### config.mk
export PLATFORM = sky130hd
export DESIGN_NAME = mner_ctrl
export DESIGN_NICKNAME = d
export VERILOG_FILES = /design/src/design/mner_pkg.sv /design/src/design/mner_ctrl.sv
export SDC_FILE = /design/constraint.sdc
export NUM_CORES = 1
export LEC_CHECK = 0
export BUFFER_PORTS_ARGS = -buffer_cell sky130_fd_sc_hd__buf_2
export CELL_PAD_IN_SITES_DETAIL_PLACEMENT = 1
export CELL_PAD_IN_SITES_GLOBAL_PLACEMENT = 2
export CORE_UTILIZATION = 17
export CTS_BUF_LIST = sky130_fd_sc_hd__clkbuf_2 sky130_fd_sc_hd__clkbuf_4 sky130_fd_sc_hd__clkbuf_8
export DETAILED_ROUTE_END_ITERATION = 12
export GPL_TIMING_DRIVEN = 0
export PLACE_DENSITY_LB_ADDON = 0.1
export SLEW_MARGIN = 20
export SYNTH_ARGS = -nofsm -noshare
export SYNTH_HDL_FRONTEND = slang
export SYNTH_SLANG_ARGS = --single-unit
### constraint.sdc
create_clock -name clk -period 1 [get_ports clk]
set_input_delay 0 -clock clk [delete_from_list [all_inputs] [get_ports clk]]
set_output_delay 0 -clock clk [all_outputs]
set_load 0.02 [all_outputs]
### src/design/mner_pkg.sv
// shared types, codes and tone tables of the note event recorder
`timescale 1ns / 1ps
`default_nettype none
package mner_pkg;

    localparam int LIST_DEPTH_DEF = 256;
    localparam int KEY_SLOTS      = 128;

    localparam logic [3:0] CMD_NOTE_ON  = 4'h9;
    localparam logic [3:0] CMD_NOTE_OFF = 4'h8;

    localparam logic [1:0] ACT_NONE  = 2'd0;
    localparam logic [1:0] ACT_START = 2'd1;
    localparam logic [1:0] ACT_STOP  = 2'd2;

    localparam logic [1:0] WR_NONE   = 2'd0;
    localparam logic [1:0] WR_APPEND = 2'd1;
    localparam logic [1:0] WR_FILLED = 2'd2;

    localparam logic CFG_REC       = 1'b0;
    localparam logic CFG_TRANSPOSE = 1'b1;

    localparam logic [8:0] TONE_LO   = 9'd60;
    localparam logic [8:0] TONE_HI   = 9'd83;
    localparam logic [8:0] KEY_SHIFT = 9'd12;

    typedef struct packed {
        logic load;
        logic exec_clear;
        logic exec_on;
        logic exec_other;
        logic rd_start;
        logic chk_off;
        logic rd_list;
        logic cmp_list;
        logic post;
    } cmd_t;

    typedef struct packed {
        logic is_clear;
        logic is_on;
        logic is_off;
        logic begin_zero;
        logic total_zero;
        logic match;
        logic idx_zero;
        logic out_free;
    } sts_t;

    typedef struct packed {
        logic [8:0] recorded_count;
        logic [7:0] entry_duration;
        logic [7:0] entry_index;
        logic [1:0] entry_written;
        logic [7:0] pwm_period;
        logic [9:0] tone_frequency;
        logic [1:0] tone_action;
    } result_t;

    function automatic logic [9:0] tone_freq(input logic [4:0] i);
        logic [9:0] f;
        case (i)
            5'd0:  f = 10'd262;
            5'd1:  f = 10'd277;
            5'd2:  f = 10'd294;
            5'd3:  f = 10'd311;
            5'd4:  f = 10'd330;
            5'd5:  f = 10'd349;
            5'd6:  f = 10'd370;
            5'd7:  f = 10'd392;
            5'd8:  f = 10'd415;
            5'd9:  f = 10'd440;
            5'd10: f = 10'd466;
            5'd11: f = 10'd494;
            5'd12: f = 10'd523;
            5'd13: f = 10'd554;
            5'd14: f = 10'd587;
            5'd15: f = 10'd622;
            5'd16: f = 10'd659;
            5'd17: f = 10'd698;
            5'd18: f = 10'd740;
            5'd19: f = 10'd784;
            5'd20: f = 10'd831;
            5'd21: f = 10'd880;
            5'd22: f = 10'd932;
            5'd23: f = 10'd988;
            default: f = 10'd0;
        endcase
        return f;
    endfunction

    // 62500 / (2 * f), precomputed
    function automatic logic [7:0] tone_period(input logic [4:0] i);
        logic [7:0] p;
        case (i)
            5'd0:  p = 8'd119;
            5'd1:  p = 8'd112;
            5'd2:  p = 8'd106;
            5'd3:  p = 8'd100;
            5'd4:  p = 8'd94;
            5'd5:  p = 8'd89;
            5'd6:  p = 8'd84;
            5'd7:  p = 8'd79;
            5'd8:  p = 8'd75;
            5'd9:  p = 8'd71;
            5'd10: p = 8'd67;
            5'd11: p = 8'd63;
            5'd12: p = 8'd59;
            5'd13: p = 8'd56;
            5'd14: p = 8'd53;
            5'd15: p = 8'd50;
            5'd16: p = 8'd47;
            5'd17: p = 8'd44;
            5'd18: p = 8'd42;
            5'd19: p = 8'd39;
            5'd20: p = 8'd37;
            5'd21: p = 8'd35;
            5'd22: p = 8'd33;
            5'd23: p = 8'd31;
            default: p = 8'd0;
        endcase
        return p;
    endfunction

endpackage
`default_nettype wire

### src/design/mner_ctrl.sv
// controller state machine of the note event recorder
`timescale 1ns / 1ps
`default_nettype none
module mner_ctrl (
    input  wire logic          clk,
    input  wire logic          rst_n,
    input  wire logic          in_fire,
    input  wire mner_pkg::sts_t sts,
    output logic               in_ready,
    output mner_pkg::cmd_t     cmd
);
    import mner_pkg::*;

    localparam logic [2:0] S_IDLE = 3'd0;
    localparam logic [2:0] S_EXEC = 3'd1;
    localparam logic [2:0] S_CHK  = 3'd2;
    localparam logic [2:0] S_LRD  = 3'd3;
    localparam logic [2:0] S_LCMP = 3'd4;
    localparam logic [2:0] S_FIN  = 3'd5;

    logic [2:0] state_reg, state_next;

    always_ff @(posedge clk or negedge rst_n)
    begin
        if (!rst_n)
        begin
            state_reg <= S_IDLE;
        end
        else
        begin
            state_reg <= state_next;
        end
    end

    always_comb
    begin
        state_next = state_reg;
        cmd        = '0;
        in_ready   = 1'b0;
        case (state_reg)
            S_IDLE:
            begin
                in_ready = 1'b1;
                if (in_fire)
                begin
                    cmd.load   = 1'b1;
                    state_next = S_EXEC;
                end
            end
            S_EXEC:
            begin
                if (sts.is_clear)
                begin
                    cmd.exec_clear = 1'b1;
                    state_next     = S_FIN;
                end
                else if (sts.is_on)
                begin
                    cmd.exec_on = 1'b1;
                    state_next  = S_FIN;
                end
                else if (sts.is_off)
                begin
                    cmd.rd_start = 1'b1;
                    state_next   = S_CHK;
                end
                else
                begin
                    cmd.exec_other = 1'b1;
                    state_next     = S_FIN;
                end
            end
            S_CHK:
            begin
                cmd.chk_off = 1'b1;
                if (sts.begin_zero || sts.total_zero)
                begin
                    state_next = S_FIN;
                end
                else
                begin
                    state_next = S_LRD;
                end
            end
            S_LRD:
            begin
                cmd.rd_list = 1'b1;
                state_next  = S_LCMP;
            end
            S_LCMP:
            begin
                cmd.cmp_list = 1'b1;
                if (sts.match || sts.idx_zero)
                begin
                    state_next = S_FIN;
                end
                else
                begin
                    state_next = S_LRD;
                end
            end
            S_FIN:
            begin
                if (sts.out_free)
                begin
                    cmd.post   = 1'b1;
                    state_next = S_IDLE;
                end
            end
            default:
            begin
                state_next = S_IDLE;
            end
        endcase
    end

endmodule
`default_nettype wire

==> summary.txt <==
Timing
  – Worst setup margin: -281.5 ps
  – Slew headroom: 74.49%
  – Worst-margin pin slew: 381.9 ps
  – RSZ-0062 raised after global routing: true
  – F_max: about 0.78 GHz
  – Final Hold Viols: 0
  – Count of pins over their slew limit: 0
  – Post-route minimum period: around 1300 ps
  – Setup Viol. Count Final: 13
  – Fin crit share: 128.1%
  – Clock skew: 9.601 ps

Cells and area
  – Share of cells above drive strength 1: between 80% and 90%
  – Non-Filler Instances: between 80 and 90
  – Net count, final: 85
  – ANT cells: 0
  – Most frequent cells in the layout: buf_6 (13), buf_4 (11), buf_2 (10)
  – Largest register FFs: 3
  – Layout area overhead: 164.3%
  – Final Util: just under 50%
  – Commonest non-fill, non-tap cell in the layout: buf_6

Yosys
  – Simple-Gate Fraction of Synth Area: a little under half
  – Post-synthesis adder-cell area fraction: 0%
  – Mapped Area: 284.0 µm²
  – Mux share of post-synthesis cell area: 0%
  – Warnings from Yosys: 0
  – XOR/XNOR Fraction of Synth Area: 0%
  – Unique masters post-synth: 22
  – Compound-Gate Fraction of Synth Area: slightly above 20%
  – Syn_nets: 47
  – Cell count after synthesis: 36
  – Main combinational cell family by area after synthesis: simple AND/OR/NAND/NOR gates
  – Syn Area/Cell: between 7 and 8 µm²
  – Sequential cell area fraction in the yosys report: about a quarter
  – Yosys reg bits: 3

Floorplan
  – Die Area: 0.001838 mm²
  – Die width: 42.88 µm
  – Die Ht: approximately 43 µm
  – Std cell rows: 14
  – Starting Density: 18.43%
  – Core Area: approximately 0.0015 mm²
  – I/O pins: 21

Power
  – Power Density: around 2800 mW/mm²
  – Lkg Pwr: ~0.35 nW
  – Worst IR Drop VDD: approximately 0.88 mV

Setup path
  – Setup Crit Path Kind: reg -> out
  – Worst path arrival time: ~1300 ps
  – CP delay by family, top: simple AND/OR/NAND/NOR gates
  – Critical Path Most Common Cell: buf_6
  – Worst path bufs/invs: 2
  – FF-to-FF setup slack: -230 ps
  – Crit path required time: 1000 ps
  – Highest-delay cell along the critical path: dfrtp_1
  – Cell Chain, Critical Path: buf_6, nor2_4, nand2_4, nor3b_4, buf_6
  – CP endpoint kind: primary output
  – CP Launch Type: register
  – Slowest stage delay, CP: 370 ps
  – Crit Path Max Fanout: 6

Global routing
  – Global route overflow: 0
  – Number of global-route vias before repair: between 400 and 500
  – First-pass GRT wire length: around 1800 µm
  – Antenna violations before repair: 0
  – Pin count of the biggest net entering global routing: 11
  – All-Layer GR Usage: 13.94%

Drt
  – Drt total wl: roughly 1200 µm
  – Via count: roughly 420
  – DR WL/cell: ~14 µm
  – Drt initial violations: 2
  – Final ANT Viol Nets: 0
  – DR vias/cell: around 4.7
  – Met1 Wirelength: 478 µm
  – Routed wl met3: 73 µm
  – Residual DRC count: 0
  – Met2 wire len: roughly 650 µm
  – Pre-antenna DRT Iters: 2
  – DR top layer: met4

Run status
  – Failing checks: negative setup slack
  – Outcome: complete, but fails checks

Clocking
  – H-tree depth: 1
  – Clk sink count: 3
  – Root Driver: clkbuf_4
  – Clock-pin slew on the worst setup and hold paths: 50 ps
  – Clk Latency, worst-skew pair: ~240 ps
  – Clock Path Buffers: 2
  – Number of buffers created by CTS: 3
  – Clock tree from TritonCTS: yes

Worst hold path
  – Min-delay worst type: in -> reg

Placement
  – DP Wirelength: ~760 µm
  – Placed instance count: around 70
  – # port buffers: 20
  – GPL Wtd Cong: 0.7208

Run
  – Max_cap viols: 0
==> tightest hold or removal path, delay by kind of cell <==
| family | cells | cell delay, ps |
|---|---|---|
| simple gates | 1 | 40 |
| compound gates | 1 | 80 |
| buf+inv | 1 | 90 |
==> where the power goes <==
group          switching [mW]  internal, mW  leakage, nW
Combinational           0.739         0.870        0.297
Clock                  0.0767         0.177       0.0184
Sequential             0.0375         0.175       0.0353
==> synth_stat cells (all sizes together) <==
master,number,area [µm²]
and3b,1,8.760
nand2,2,7.510
o21ai,1,5.000
a21o,1,7.510
a22oi,2,15.01
o32ai,1,8.760
and2,1,6.260
and3,1,6.260
nor2b,1,6.260
nor2,4,15.01
a21oi,2,13.76
o21a,1,7.510
nand2b,3,18.77
nor4,1,6.260
or3b,1,11.26
nor3b,3,22.52
buf,3,17.52
dfrtp,3,75.07
nor3,4,25.02
==> what timing repair did <==
item	4_1_cts	5_1_grt
buffers inserted	4	8
hold buffers	1	0
setup endpoints to repair	13	13
pin swaps	5	9
hold endpoints to repair	3	0
gates resized for setup	19	20
==> metrics by stage <==
stage               power, mW  worst slack (ps)  hold slack [ps]  TNS [ps]  cell area, µm²
floorplan              0.8779            -46.46           -295.6    -53.37           352.8
global placement        1.070            -87.50           -205.6    -221.2           473.0
detailed placement      1.096            -121.4           -202.2    -443.4           473.0
CTS                     1.567            -283.4            40.25     -2111           606.8
global route            2.202            -329.6            31.55     -3055           750.7
finish                  2.075            -281.5            23.67     -2455           750.7
==> final cells by class <==
class	instances	area (µm²)
multi-input cells	30	320.3
clock buffers	4	30.03
flip-flops and latches	3	76.32
well taps	16	20.02
fillers	176	790.8
repair buffers	33	266.5
plain buffers	3	37.54
==> per-layer routing <==
metal  up-vias  global-route usage (%)
met4         0                   9.375
met2        20                   21.82
li1        206                       -
met3         2                   5.532
met5         -                       0
met1       193                   15.28
==> logic make-up after synthesis <==
group | after synthesis
and+or+nand+nor | 22
buffers and inverters | 3
AOI/OAI and AO/OA | 8
DFF | 3
==> final timing paths <==
check,start,end,cells past startpoint
worst max-delay path,state_reg[2],cmd[6],5
worst min-delay path,sts[2],state_reg[2],3
worst max register to register,state_reg[1],state_reg[0],5
worst min register to register,state_reg[0],state_reg[2],3
max in group asynchronous,rst_n,state_reg[0],2
min in group asynchronous,rst_n,state_reg[2],2
Note: power is estimated with default switching activity, not from simulation.
